## src/design/ssdp_pkg.sv

```systemverilog
// ----------------------------------------------------------------------------
// SSDP line scanner package
// Shared constants, status codes, the result word type and the status line
// lookup used by the scan core and the top level.
// ----------------------------------------------------------------------------
`default_nettype none

package ssdp_pkg;

    // Length of the "HTTP/1.1 200 OK" CR LF line and the minimum payload size
    localparam int unsigned HDR_LEN  = 17;
    localparam int unsigned MIN_LEN  = 22;
    localparam int unsigned MAX_DATA_DEF = 256;

    localparam logic [7:0] CHAR_CR   = 8'h0D;
    localparam logic [7:0] CHAR_LF   = 8'h0A;
    localparam logic [7:0] CHAR_NUL  = 8'h00;

    // Status codes reported on the final word
    localparam logic [2:0] ST_COMPLETE  = 3'd0;
    localparam logic [2:0] ST_TRUNCATED = 3'd1;
    localparam logic [2:0] ST_SHORT     = 3'd2;
    localparam logic [2:0] ST_MISMATCH  = 3'd3;
    localparam logic [2:0] ST_NO_LINE   = 3'd4;

    typedef struct packed {
        logic [7:0] body_byte;
        logic [7:0] body_offset;
        logic       is_body;
        logic       done_res;
        logic [2:0] status;
        logic [7:0] capture_length;
    } t_result;

    // Expected character of the status line at a given position
    function automatic logic [7:0] status_char(input logic [4:0] idx);
        logic [7:0] c;
        begin
            case (idx)
                5'd0:    c = "H";
                5'd1:    c = "T";
                5'd2:    c = "T";
                5'd3:    c = "P";
                5'd4:    c = "/";
                5'd5:    c = "1";
                5'd6:    c = ".";
                5'd7:    c = "1";
                5'd8:    c = " ";
                5'd9:    c = "2";
                5'd10:   c = "0";
                5'd11:   c = "0";
                5'd12:   c = " ";
                5'd13:   c = "O";
                5'd14:   c = "K";
                5'd15:   c = CHAR_CR;
                5'd16:   c = CHAR_LF;
                default: c = CHAR_NUL;
            endcase
            return c;
        end
    endfunction

endpackage

`default_nettype wire

```

## src/design/ssdp_scan.sv

```systemverilog
// ----------------------------------------------------------------------------
// SSDP scan core
// Holds the per-packet scan state and computes the result word for the
// current payload byte; state advances only when a word is accepted.
// ----------------------------------------------------------------------------
`default_nettype none

module ssdp_scan
    import ssdp_pkg::*;
#(
    parameter int unsigned MAX_DATA = MAX_DATA_DEF
) (
    input  wire logic       i_clk,
    input  wire logic       i_rst_n,
    input  wire logic       i_advance,
    input  wire logic [7:0] i_payload_byte,
    input  wire logic       i_last_byte,
    output t_result         o_res
);

    localparam logic [8:0] HDR_LEN_W  = 9'(HDR_LEN);
    localparam logic [8:0] MIN_IDX_W  = 9'(MIN_LEN - 1);
    localparam logic [8:0] WINDOW_W   = 9'(MAX_DATA);
    localparam logic [8:0] COUNT_MAX  = 9'h1FF;

    logic [8:0] r_byte_count, n_byte_count;
    logic       r_header_ok, n_header_ok;
    logic       r_scan_stopped, n_scan_stopped;
    logic       r_pending_cr, n_pending_cr;
    logic       r_line_empty, n_line_empty;
    logic [7:0] r_lines_length, n_lines_length;
    logic       r_end_seen, n_end_seen;

    // Decode the byte against the state and form the next state
    always_comb begin
        logic [8:0] pos;
        logic       handled;
        pos            = r_byte_count - HDR_LEN_W;
        handled        = 1'b0;
        n_byte_count   = r_byte_count;
        n_header_ok    = r_header_ok;
        n_scan_stopped = r_scan_stopped;
        n_pending_cr   = r_pending_cr;
        n_line_empty   = r_line_empty;
        n_lines_length = r_lines_length;
        n_end_seen     = r_end_seen;

        o_res.body_byte      = i_payload_byte;
        o_res.body_offset    = '0;
        o_res.is_body        = 1'b0;
        o_res.done_res       = i_last_byte;
        o_res.status         = ST_COMPLETE;
        o_res.capture_length = '0;

        if (r_byte_count < HDR_LEN_W) begin
            if (i_payload_byte != status_char(r_byte_count[4:0])) begin
                n_header_ok = 1'b0;
            end
        end else begin
            if (pos < WINDOW_W) begin
                o_res.is_body     = 1'b1;
                o_res.body_offset = pos[7:0];
            end
            if (!r_scan_stopped) begin
                // Complete a pending CR, or demote it to an ordinary character
                if (r_pending_cr) begin
                    n_pending_cr = 1'b0;
                    if (i_payload_byte == CHAR_LF) begin
                        handled        = 1'b1;
                        n_lines_length = 8'(pos - 9'd1);
                        if (r_line_empty) begin
                            n_end_seen     = 1'b1;
                            n_scan_stopped = 1'b1;
                        end else begin
                            n_line_empty = 1'b1;
                        end
                    end else begin
                        n_line_empty = 1'b0;
                    end
                end
                if (!handled) begin
                    if (pos >= WINDOW_W) begin
                        n_scan_stopped = 1'b1;
                    end else if (i_payload_byte == CHAR_CR) begin
                        n_pending_cr = 1'b1;
                    end else if (i_payload_byte == CHAR_NUL || i_payload_byte[7]) begin
                        n_scan_stopped = 1'b1;
                    end else begin
                        n_line_empty = 1'b0;
                    end
                end
            end
        end

        // Advance the byte count, saturating
        if (r_byte_count != COUNT_MAX) begin
            n_byte_count = r_byte_count + 9'd1;
        end

        // Report status on the final byte and clear for the next packet
        if (i_last_byte) begin
            if (r_byte_count < MIN_IDX_W) begin
                o_res.status = ST_SHORT;
            end else if (!n_header_ok) begin
                o_res.status = ST_MISMATCH;
            end else if (n_lines_length == 8'd0) begin
                o_res.status = ST_NO_LINE;
            end else begin
                o_res.status         = n_end_seen ? ST_COMPLETE : ST_TRUNCATED;
                o_res.capture_length = n_lines_length;
            end
            n_byte_count   = '0;
            n_header_ok    = 1'b1;
            n_scan_stopped = 1'b0;
            n_pending_cr   = 1'b0;
            n_line_empty   = 1'b1;
            n_lines_length = '0;
            n_end_seen     = 1'b0;
        end
    end

    // Hold the state; update on each accepted word
    always_ff @(posedge i_clk) begin
        if (!i_rst_n) begin
            r_byte_count   <= '0;
            r_header_ok    <= 1'b1;
            r_scan_stopped <= 1'b0;
            r_pending_cr   <= 1'b0;
            r_line_empty   <= 1'b1;
            r_lines_length <= '0;
            r_end_seen     <= 1'b0;
        end else if (i_advance) begin
            r_byte_count   <= n_byte_count;
            r_header_ok    <= n_header_ok;
            r_scan_stopped <= n_scan_stopped;
            r_pending_cr   <= n_pending_cr;
            r_line_empty   <= n_line_empty;
            r_lines_length <= n_lines_length;
            r_end_seen     <= n_end_seen;
        end
    end

endmodule

`default_nettype wire

```

## src/design/ssdp_response_line_scanner_top.sv

```systemverilog
// A result word is registered in the output register, or in the skid entry while the output stalls.
// Throughput: 1 byte per cycle while o_stall is low; the scan core handles each byte in one pass.
// A two-entry output buffer takes one more input word while the output is stalled.
// Reset: synchronous, active low; clears the scan state and the valid bits of both output entries.
// ----------------------------------------------------------------------------
// SSDP response line scanner
// Checks the HTTP status line of an SSDP reply, scans the body for complete
// lines and reports status and capture length on the final byte.
// ----------------------------------------------------------------------------
`default_nettype none

module ssdp_response_line_scanner_top
    import ssdp_pkg::*;
#(
    parameter int unsigned MAX_DATA = MAX_DATA_DEF
) (
    input  wire logic       i_clk,
    input  wire logic       i_rst_n,
    input  wire logic       i_valid,
    output logic            o_stall,
    input  wire logic [7:0] i_payload_byte,
    input  wire logic       i_last_byte,
    output logic            o_valid,
    input  wire logic       i_stall,
    output logic [7:0]      o_body_byte,
    output logic [7:0]      o_body_offset,
    output logic            o_is_body,
    output logic            o_done_res,
    output logic [2:0]      o_status,
    output logic [7:0]      o_capture_length
);

    logic    in_acc;
    logic    out_free;
    t_result scan_res;
    logic    r_out_valid;
    t_result r_out;
    logic    r_skid_valid;
    t_result r_skid;

    assign o_stall  = r_skid_valid;
    assign in_acc   = i_valid && !r_skid_valid;
    assign out_free = !r_out_valid || !i_stall;

    ssdp_scan #(
        .MAX_DATA(MAX_DATA)
    ) u_scan (
        .i_clk         (i_clk),
        .i_rst_n       (i_rst_n),
        .i_advance     (in_acc),
        .i_payload_byte(i_payload_byte),
        .i_last_byte   (i_last_byte),
        .o_res         (scan_res)
    );

    // Output register with a skid entry behind it
    always_ff @(posedge i_clk) begin
        if (!i_rst_n) begin
            r_out_valid  <= 1'b0;
            r_skid_valid <= 1'b0;
        end else if (out_free) begin
            if (r_skid_valid) begin
                r_out_valid  <= 1'b1;
                r_skid_valid <= 1'b0;
            end else begin
                r_out_valid <= in_acc;
            end
        end else if (in_acc) begin
            r_skid_valid <= 1'b1;
        end
    end

    // Payload moves with the valid bits; no reset needed
    always_ff @(posedge i_clk) begin
        if (out_free) begin
            r_out <= r_skid_valid ? r_skid : scan_res;
        end else if (in_acc) begin
            r_skid <= scan_res;
        end
    end

    assign o_valid          = r_out_valid;
    assign o_body_byte      = r_out.body_byte;
    assign o_body_offset    = r_out.body_offset;
    assign o_is_body        = r_out.is_body;
    assign o_done_res       = r_out.done_res;
    assign o_status         = r_out.status;
    assign o_capture_length = r_out.capture_length;

`ifndef SYNTHESIS
    // Skid entry is only used behind an occupied output register
    a_skid_behind_out: assert property (@(posedge i_clk) disable iff (!i_rst_n)
        r_skid_valid |-> r_out_valid)
        else $error("skid entry valid with empty output register");

    // Status and length are zero on words that do not end a packet
    a_quiet_mid_packet: assert property (@(posedge i_clk) disable iff (!i_rst_n)
        (o_valid && !o_done_res) |-> (o_status == ST_COMPLETE && o_capture_length == 8'd0))
        else $error("status reported on a non-final word");

    // Failure statuses carry no capture length
    a_fail_no_length: assert property (@(posedge i_clk) disable iff (!i_rst_n)
        (o_valid && (o_status == ST_SHORT || o_status == ST_MISMATCH
                     || o_status == ST_NO_LINE)) |-> (o_capture_length == 8'd0))
        else $error("capture length on a failed packet");

    // Header bytes and bytes past the body window carry no body offset
    a_offset_in_body: assert property (@(posedge i_clk) disable iff (!i_rst_n)
        (o_valid && !o_is_body) |-> (o_body_offset == 8'd0))
        else $error("body offset outside the body window");
`endif

endmodule

`default_nettype wire

```

## config.mk

```make
export PLATFORM = sky130hd
export DESIGN_NAME = ssdp_response_line_scanner_top
export DESIGN_NICKNAME = d
export VERILOG_FILES = /design/src/design/ssdp_pkg.sv /design/src/design/ssdp_scan.sv /design/src/design/ssdp_response_line_scanner_top.sv
export SDC_FILE = /design/constraint.sdc
export NUM_CORES = 1
export LEC_CHECK = 0
export ABC_CLOCK_PERIOD_IN_PS = 5950
export BUFFER_PORTS_ARGS = -buffer_cell sky130_fd_sc_hd__buf_2
export CORE_ASPECT_RATIO = 0.6
export CORE_UTILIZATION = 55
export CTS_CLUSTER_DIAMETER = 40
export DETAILED_ROUTE_END_ITERATION = 10
export GPL_ROUTABILITY_DRIVEN = 0
export HOLD_SLACK_MARGIN = 0.08
export PLACE_DENSITY = 0.76
export SETUP_SLACK_MARGIN = 0.5
export SLEW_MARGIN = 20
export SYNTH_ARGS = -nofsm -noshare
export SYNTH_HDL_FRONTEND = slang
export SYNTH_SLANG_ARGS = --single-unit
export TNS_END_PERCENT = 1
```

## constraint.sdc

```tcl
create_clock -name i_clk -period 5.95 [get_ports i_clk]
set_input_delay 1.19 -clock i_clk [delete_from_list [all_inputs] [get_ports i_clk]]
set_output_delay 1.19 -clock i_clk [all_outputs]
set_load 0.1 [all_outputs]
```

==> flow_summary.json, run 1 <==
{
  "drv_cap": 0,
  "wl_per_cell_um": 16.55,
  "async_flop_share": 0,
  "detail-route-antenna-nets": 0,
  "crit_type": "reg -> reg",
  "leakage_nw": 1.793,
  "wirelength_um": 8789,
  "drive_above_1_share": 0.2014,
  "ys_ff_latch": 89,
  "synthesis.nets": 403,
  "port_buffers": 43,
  "drtIter0Drc": 379,
  "dieHeight_um": 70.20,
  "cp.arrival_ps": 3580,
  "cts-hold-fix-buffers": 0,
  "start_util": 0.5771,
  "cp_num_buf_inv": 1,
  "avgSynthCellArea_um2": 11.13,
  "pre_cts_slack_ps": 2518,
  "period_share": 0.5562,
  "fp.dieW_um": 115.7,
  "ys_top_cells_by_area": "edfxtp_1, dfxtp_1, mux2_2",
  "fin_ws_ps": 2641,
  "diodes": 0,
  "h-tree-depth": 3,
  "powerDensity_nw_per_um2": 288.7,
  "r2r_cells": 13,
  "yosys.area.top_type": "edfxtp_1",
  "regArea_um2": 2362,
  "wl_met3_um": 831,
  "cp-end-kind": "flip-flop",
  "via_count": 3082,
  "ir_worst_vdd_uv": 117.1,
  "cts-resized-gates": 0,
  "cp_slowest_stage_delay_ps": 720,
  "synth_enable_flop_cells": 58,
  "finalHoldViolCount": 0,
  "status": "finished clean",
  "grt_overflow": 0,
  "synthesis.area_um2": 4263,
  "multi_input_area_um2": 1793,
  "reg2reg_from": "u_scan.r_byte_count[0]",
  "crit_slowest_cell": "dfxtp_1",
  "syn_to_final_growth_pct": 13.53,
  "worst_hold_path_type": "reg -> reg",
  "antenna_found_initial": 0,
  "critPathLaunchType": "flip-flop",
  "worstPathCellList": "ha_1 -> nand2_1 -> nor2_1 -> and3_1 -> ha_1 -> nor2b_1 -> nand2b_1 -> a22oi_1 -> nor2b_1 -> inv_1 -> ha_1 -> or3_1 -> a21oi_1",
  "top_layer": "met4",
  "synth_top_area_share": 0.4086,
  "drc": 0,
  "gr-usage-all-layers": 0.2378,
  "worst_clock_skew_ps": 9.935,
  "cts_sinks": 89,
  "crit_cells": 13,
  "io_pins": 44,
  "final.min_clock_period_ps": 3309,
  "fill_cells": 578,
  "yosysMostFrequentCell": "edfxtp_1",
  "netlist_instances": 383,
  "cp_top_family": "simple AND/OR/NAND/NOR gates",
  "max_slew.worst_pin.slew_ps": 858.3,
  "root_buffer": "clkbuf_16",
  "cts_tree": "built",
  "clk_path_buf_depth": 2,
  "rrSetupSlack_ps": 2640,
  "core-area_um2": 7387,
  "synth_top_flop_cell": "edfxtp_1",
  "ys_warn_count": 0,
  "wl_met2_um": 3594,
  "rows": 24,
  "crit_top_cell": "ha_1",
  "postCtsSetupBuffers": 0,
  "cp_max_fo": 16,
  "grt_max_degree": 42,
  "die-area_um2": 8118,
  "cts_buffers": 9,
  "power_w": 0.001397,
  "finalSetupViolCount": 0,
  "drt_pass1_iterations": 8,
  "grt_pass1_vias": 2802,
  "required_ps": 6220,
  "clkLatencyLatePin_ps": 340,
  "synthTopCellsByCount": "edfxtp_1, nor2_1, dfxtp_1, nand2_1, nor2b_1",
  "vias_per_cell": 5.804,
  "yosys.cell_types.count": 54,
  "rsz0062_at_grt": "no",
  "path_clk_slew_ps": 70,
  "fin_setup_tns_ps": 0,
  "timing.critical_path.from": "u_scan.r_byte_count[0]",
  "drv_slew": 0,
  "max_freq_mhz": 302.2,
  "wl_met1_um": 4283,
  "yosysSeqAreaShare": 0.5542,
  "relSlewSlack": 0.4264,
  "grt_pass1_wl_um": 14420,
  "nets": 442,
  "place_hpwl_um": 6218
}
[cells by family (layout without fill, tap and decap cells)]
logic type	count (synthesis)	after routing	share of synthesized area
buffers and inverters	28	72	0.02700
AOI/OAI and AO/OA	66	66	0.1095
muxes	20	20	0.05254
xor gates and xnor gates	27	27	0.05547
adders and majority gates	7	7	0.02054
DFF	89	89	0.5542
and+or+nand+nor	146	146	0.1808
[state kept, by name, indices dropped and copies added (netlist names), named ones only]
name,cells
r_skid,29
u_scan.r_byte_count,9
o_body_byte,8
o_body_offset,8
o_capture_length,8
u_scan.r_lines_length,8
o_status,3
o_done_res,1
o_is_body,1
o_stall,1
o_valid,1
u_scan.r_end_seen,1
u_scan.r_header_ok,1
u_scan.r_line_empty,1
u_scan.r_pending_cr,1
u_scan.r_scan_stopped,1
[power breakdown]
part	switching, W	leakage, nW	internal, W
clock network	0.000228	0.141	0.000295
logic	0.000150	0.822	0.0000365
registers	0.00000958	0.830	0.000678
[cell type report]
type | count | area share
sequential | 89 | 0.4881
multi-input combinational | 266 | 0.3705
clock buffer | 10 | 0.04938
timing repair buffer | 46 | 0.04912
tap | 104 | 0.02689
clock inverter | 6 | 0.008273
inverter | 10 | 0.007756
[through the flow]
step	hold WS (ps)	util	cell area [um^2]	std cells
detailed placement	462.5	0.6174	4561	515
global route	500.4	0.6551	4840	531
global placement	451.1	0.6174	4561	515
finish	469.2	0.6551	4840	531
floorplan	438.1	-	4263	383
CTS	470.9	0.6551	4840	531
[per-layer routing]
metal,vias to the layer above,track usage
met3,9,0.05816
met5,-,0
met1,1455,0.3645
met4,0,0.07550
li1,1472,-
met2,146,0.3273
[worst register-to-register path, cell delays in order (launching register included)]
cell	delay (ps)
dfxtp_1	720
ha_1	300
nand2_1	80
nor2_1	160
and3_1	170
ha_1	190
nor2b_1	280
nand2b_1	180
a22oi_1	110
nor2b_1	180
inv_1	80
ha_1	250
or3_1	380
a21oi_1	150
[worst min-delay path by stage]
stage / endpoint / startpoint / cells past startpoint / slack, ps
floorplan: u_scan.r_end_seen / u_scan.r_end_seen / 2 / 440
global placement: u_scan.r_scan_stopped / u_scan.r_scan_stopped / 2 / 450
detailed placement: u_scan.r_scan_stopped / u_scan.r_scan_stopped / 2 / 460
CTS: u_scan.r_scan_stopped / u_scan.r_scan_stopped / 2 / 470
global route: u_scan.r_scan_stopped / u_scan.r_scan_stopped / 2 / 500
finish: u_scan.r_scan_stopped / u_scan.r_scan_stopped / 2 / 470
[cells in the final DEF, fill, tap and decap left out, drive strengths merged, types with 10 or more instances in the layout]
cell | netlist | layout
o21ai | 13 | 13
nor3 | 11 | 11
a21oi | 10 | 10
buf | 6 | 46
nand3 | 13 | 13
edfxtp | 58 | 58
clkbuf | 12 | 10
nor2b | 18 | 18
xor2 | 12 | 12
mux2 | 16 | 16
xnor2 | 15 | 15
a22oi | 11 | 11
o31ai | 13 | 13
dfxtp | 31 | 31
nand2 | 30 | 30
inv | 9 | 11
nor2 | 36 | 36
Note: power is estimated with default switching activity, not from simulation.
==> inputs of run 2 (changes only) <==
--- a/config.mk
+++ b/config.mk
@@ -5,15 +5,15 @@
 export SDC_FILE = /design/constraint.sdc
 export NUM_CORES = 1
 export LEC_CHECK = 0
-export ABC_CLOCK_PERIOD_IN_PS = 5950
+export ABC_CLOCK_PERIOD_IN_PS = 3000
 export BUFFER_PORTS_ARGS = -buffer_cell sky130_fd_sc_hd__buf_2
 export CORE_ASPECT_RATIO = 0.6
-export CORE_UTILIZATION = 55
+export CORE_UTILIZATION = 53
 export CTS_CLUSTER_DIAMETER = 40
 export DETAILED_ROUTE_END_ITERATION = 10
 export GPL_ROUTABILITY_DRIVEN = 0
 export HOLD_SLACK_MARGIN = 0.08
-export PLACE_DENSITY = 0.76
+export PLACE_DENSITY = 0.77
 export SETUP_SLACK_MARGIN = 0.5
 export SLEW_MARGIN = 20
 export SYNTH_ARGS = -nofsm -noshare
==> constraint.sdc (replaced) <==
create_clock -name i_clk -period 3 [get_ports i_clk]
set_input_delay 0.6 -clock i_clk [delete_from_list [all_inputs] [get_ports i_clk]]
set_output_delay 0.6 -clock i_clk [all_outputs]
set_load 0.1 [all_outputs]
==> run 2 against run 1 <==
Global-route usage is 1.4 points higher. Clock power rose by 150%. Power is 120% higher. Highest routed layer unchanged.
==> flow_summary.json, run 2 (synthesis gave the netlist of run 1 again) <==
{
  "powerDensity_nw_per_um2": 582.3,
  "fp.dieW_um": 117.8,
  "final_util": 0.7105,
  "dpl_cell_area_um2": 4707,
  "cts_buffers": 9,
  "antenna_found_initial": 0,
  "final_common_cell": "edfxtp_1",
  "die-area_um2": 8418,
  "status": "finished clean",
  "fill_cells": 500,
  "max_slew.worst_pin.slew_ps": 587.7,
  "path_clk_slew_ps": 60,
  "cp.arrival_ps": 3000,
  "finalSetupViolCount": 0,
  "largest_reg_flops": 29,
  "worstHoldEndpoint": "u_scan.r_end_seen",
  "drt_pass1_iterations": 7,
  "finalHoldViolCount": 0,
  "multi_input_area_um2": 1972,
  "drc": 0,
  "cp_max_fo": 5,
  "largest-register": "r_skid",
  "root_buffer": "clkbuf_16",
  "clk_path_buf_depth": 2,
  "io_pins": 44,
  "gr-usage-all-layers": 0.2519,
  "reg_top3": "r_skid (29), u_scan.r_byte_count (9)",
  "r2r_cells": 12,
  "final.min_clock_period_ps": 2759,
  "nets": 470,
  "port_buffers": 43,
  "hp-start": "u_scan.r_end_seen",
  "syn_to_final_growth_pct": 25.12,
  "final_cell_mix": "edfxtp_1, buf_2, nor2_1",
  "regArea_um2": 2374,
  "grt_pass1_vias": 3124,
  "wirelength_um": 10770,
  "clkLatencyLatePin_ps": 340,
  "relSlewSlack": 0.6040,
  "grt_pass1_wl_um": 16160,
  "critPathLaunchType": "flip-flop",
  "worstHoldPathCells": 2,
  "drv_cap": 0,
  "worst_clock_skew_ps": 4.801,
  "h-tree-depth": 3,
  "drv_slew": 0,
  "leakage_nw": 1.994,
  "cp-end-kind": "flip-flop",
  "cts_tree": "built",
  "final_area_um2": 5334,
  "period_share": 0.9196,
  "drive_above_1_share": 0.3231,
  "required_ps": 3240,
  "drtIter0Drc": 364,
  "worst_hold_path_type": "reg -> reg",
  "crit_type": "reg -> reg",
  "cts-hold-fix-buffers": 0,
  "timing.critical_path.from": "u_scan.r_byte_count[0]",
  "ir_worst_vdd_uv": 289.0,
  "diodes": 0,
  "max_freq_mhz": 362.5,
  "grt_max_degree": 41,
  "fin_setup_tns_ps": 0,
  "dieHeight_um": 71.47,
  "via_count": 3313,
  "detail-route-antenna-nets": 0,
  "place_hpwl_um": 6643,
  "reg2reg_from": "u_scan.r_byte_count[0]",
  "wl_per_cell_um": 19.27,
  "rows": 24,
  "grt_overflow": 0,
  "rrSetupSlack_ps": 240,
  "start_util": 0.5678,
  "core-area_um2": 7507,
  "rsz0062_at_grt": "yes",
  "vias_per_cell": 5.927,
  "cts_sinks": 89
}
run 2: cell count changes in the layout (fill, tap and decap cells not counted), sizes merged:
cell,change
bufinv,+3
inv,-2
clkinv,-1
buf,+28
run 2: timing repair:
action / CTS / global route
buffers inserted: 8 / 6
setup endpoints to repair: 17 / 33
gates resized for setup: 24 / 11
pin swaps: 5 / 5
run 2: stage by stage:
| step | total power [W] | setup WS (ps) | hold WS (ps) | cells |
|---|---|---|---|---|
| 6_report | 0.003106 | 241.3 | 486.8 | 559 |
| 3_5_place_dp | 0.001780 | 83.85 | 463.3 | 529 |
| 5_1_grt | 0.003176 | 132.4 | 501.3 | 559 |
| 2_1_floorplan | 0.001695 | 410.1 | 438.1 | 383 |
| 4_1_cts | 0.003081 | 381.1 | 486.5 | 553 |
| 3_3_place_gp | 0.001768 | 296.5 | 449.0 | 529 |
run 2: worst max-delay path by stage:
stage	to	cells past startpoint
2_1_floorplan	flip-flop	14
5_1_grt	flip-flop	12
6_report	flip-flop	12
3_3_place_gp	flip-flop	13
4_1_cts	o_capture_length[5]	10
3_5_place_dp	flip-flop	13
run 2: metal layers:
metal / global-route usage / wire length (um) / vias to the layer above
met3: 0.06369 / 890 / 19
li1: - / - / 1526
met2: 0.3882 / 4807 / 171
met4: 0.06410 / 199 / 0
met1: 0.3580 / 4873 / 1597
met5: 0 / 0 / -
run 2: report_power, final:
group	switching (W)	total [W]	leakage [nW]	internal, W
Sequential	0.0000146	0.00136	0.833	0.00134
Clock	0.000480	0.00130	0.167	0.000820
Combinational	0.000335	0.000447	0.994	0.000112
run 2: layout make-up:
class / instances / area share
clock inverter: 6 / 0.02182
inverter: 10 / 0.009852
timing repair buffer: 74 / 0.08632
tap: 104 / 0.02440
sequential: 89 / 0.4450
multi-input combinational: 266 / 0.3697
clock buffer: 10 / 0.04293
run 2: critical path: stages (launching register included):
cell and delay (ps):
dfxtp_4 360, ha_2 190, nand2_1 100, nor2_2 50, and3_4 190, ha_4 180
nor2b_4 140, nor3b_1 280, xnor2_1 130, or2_2 330, inv_1 90, o21ai_0 220
o32ai_2 380
==> inputs of run 3 (changes only) <==
--- a/config.mk
+++ b/config.mk
@@ -9,6 +9,7 @@
 export BUFFER_PORTS_ARGS = -buffer_cell sky130_fd_sc_hd__buf_2
 export CORE_ASPECT_RATIO = 0.6
 export CORE_UTILIZATION = 53
+export CTS_BUF_LIST = sky130_fd_sc_hd__clkbuf_16
 export CTS_CLUSTER_DIAMETER = 40
 export DETAILED_ROUTE_END_ITERATION = 10
 export GPL_ROUTABILITY_DRIVEN = 0
==> run 3 against run 2 <==
Clock power about the same. First-iteration DRC count decreased by 0.55%. Fmax about the same. Largest cell class unchanged. Highest routed layer unchanged.
==> flow_summary.json, run 3 (synthesis gave the netlist of run 1 again) <==
{
  "dpl.cell_count": 529,
  "drtIter0Drc": 362,
  "final_common_cell": "edfxtp_1",
  "cp.arrival_ps": 3000,
  "critPathLaunchType": "flip-flop",
  "final_util": 0.7105,
  "max_slew.worst_pin.slew_ps": 591.1,
  "drv_cap": 0,
  "via_count": 3323,
  "grt_pass1_wl_um": 16160,
  "nets": 470,
  "required_ps": 3240,
  "fin_ws_ps": 240.2,
  "max_freq_mhz": 362.3,
  "largest_reg_flops": 29,
  "detail-route-antenna-nets": 0,
  "rrSetupSlack_ps": 240,
  "cts_sinks": 89,
  "dpl_cell_area_um2": 4707,
  "grt_pass1_vias": 3124,
  "syn_to_final_growth_pct": 25.12,
  "cp_num_buf_inv": 1,
  "drt_pass1_iterations": 5,
  "final_cell_mix": "edfxtp_1, buf_2, nor2_1",
  "gr-usage-all-layers": 0.2519,
  "cp_max_fo": 5,
  "finalSetupViolCount": 0,
  "cp_slowest_stage_delay_ps": 380,
  "h-tree-depth": 3,
  "final_area_um2": 5334,
  "clk_path_buf_depth": 2,
  "grt_overflow": 0,
  "fin_setup_tns_ps": 0,
  "die-area_um2": 8418,
  "leakage_nw": 1.999,
  "wirelength_um": 10780,
  "final.min_clock_period_ps": 2760,
  "layoutNonFillerInstCount": 559,
  "place_hpwl_um": 6643,
  "pre_cts_slack_ps": 83.85,
  "root_buffer": "clkbuf_16",
  "fill_cells": 500,
  "core-area_um2": 7507,
  "worst_clock_skew_ps": 5.818,
  "status": "finished clean",
  "crit_slowest_cell": "o32ai_2",
  "finalHoldViolCount": 0,
  "drv_slew": 0,
  "io_pins": 44,
  "cp-end-kind": "flip-flop",
  "crit_type": "reg -> reg",
  "path_clk_slew_ps": 60,
  "cts_buffers": 9,
  "diodes": 0,
  "largest-register": "r_skid",
  "grt_max_degree": 41,
  "relSlewSlack": 0.6029,
  "worstPathCellList": "ha_2 -> nand2_1 -> nor2_2 -> and3_4 -> ha_4 -> nor2b_4 -> nor3b_1 -> xnor2_1 -> or2_2 -> inv_1 -> o21ai_0 -> o32ai_2",
  "antenna_found_initial": 0,
  "start_util": 0.5678,
  "drc": 0,
  "cp_top_family": "simple AND/OR/NAND/NOR gates",
  "wl_per_cell_um": 19.28,
  "vias_per_cell": 5.945,
  "dieHeight_um": 71.47,
  "period_share": 0.9199,
  "clkLatencyLatePin_ps": 340,
  "reg_top3": "r_skid (29), u_scan.r_byte_count (9)",
  "cts_tree": "built",
  "rows": 24,
  "rsz0062_at_grt": "yes",
  "drive_above_1_share": 0.3231,
  "fp.dieW_um": 117.8,
  "ir_worst_vdd_uv": 289.0,
  "port_buffers": 43,
  "powerDensity_nw_per_um2": 581.4,
  "worst_hold_path_type": "reg -> reg"
}
run 3: changes by cell type in the layout (fill, tap and decap cells not counted):
cell      before  now
inv_1          6    7
clkbuf_1       1    0
run 3: area by class of cell:
cell class	instances	area (um^2)	share of cell area
Timing Repair Buffer	74	460.4	0.08632
Sequential cell	89	2374	0.4450
Inverter	10	52.55	0.009852
Clock buffer	9	225.2	0.04222
Tap cell	104	130.1	0.02440
Clock inverter	7	120.1	0.02252
Multi-Input combinational cell	266	1972	0.3697
run 3: worst register-to-register path, delay by kind of cell (launching register included):
kind | cells | cell delay, ps
compound gates | 2 | 600
xor+xnor | 1 | 130
fa+ha+maj | 2 | 370
buf+inv | 1 | 90
flops | 1 | 360
simple gates | 6 | 1110
run 3: layer usage:
layer	wire length (um)	GRT usage
met4	193	0.06410
met2	4821	0.3882
met5	0	0
met3	905	0.06369
met1	4856	0.3580
run 3: report_power, final:
group | internal [W] | switching (W)
logic | 0.000112 | 0.000335
clock network | 0.000817 | 0.000479
registers | 0.00134 | 0.0000146
run 3: timing repair:
action                                  in CTS  in global routing
pin swaps                                    5                  5
resized for setup                           24                 11
buffers inserted                             8                  6
endpoints found under the setup margin      17                 33
hold buffers                                 0                  0
run 3: metrics by stage:
step,hold WS [ps],total power [W]
2_1_floorplan,438.1,0.001695
3_3_place_gp,449.0,0.001768
3_5_place_dp,463.3,0.001780
4_1_cts,486.5,0.003078
5_1_grt,501.3,0.003173
6_report,486.8,0.003101
run 3: final timing paths:
check,startpoint,to,cells after the start
worst max register to register,u_scan.r_byte_count[0],flip-flop,12
worst min register to register,u_scan.r_end_seen,u_scan.r_end_seen,2
worst min-delay path,u_scan.r_end_seen,u_scan.r_end_seen,2
worst max-delay path,u_scan.r_byte_count[0],flip-flop,12
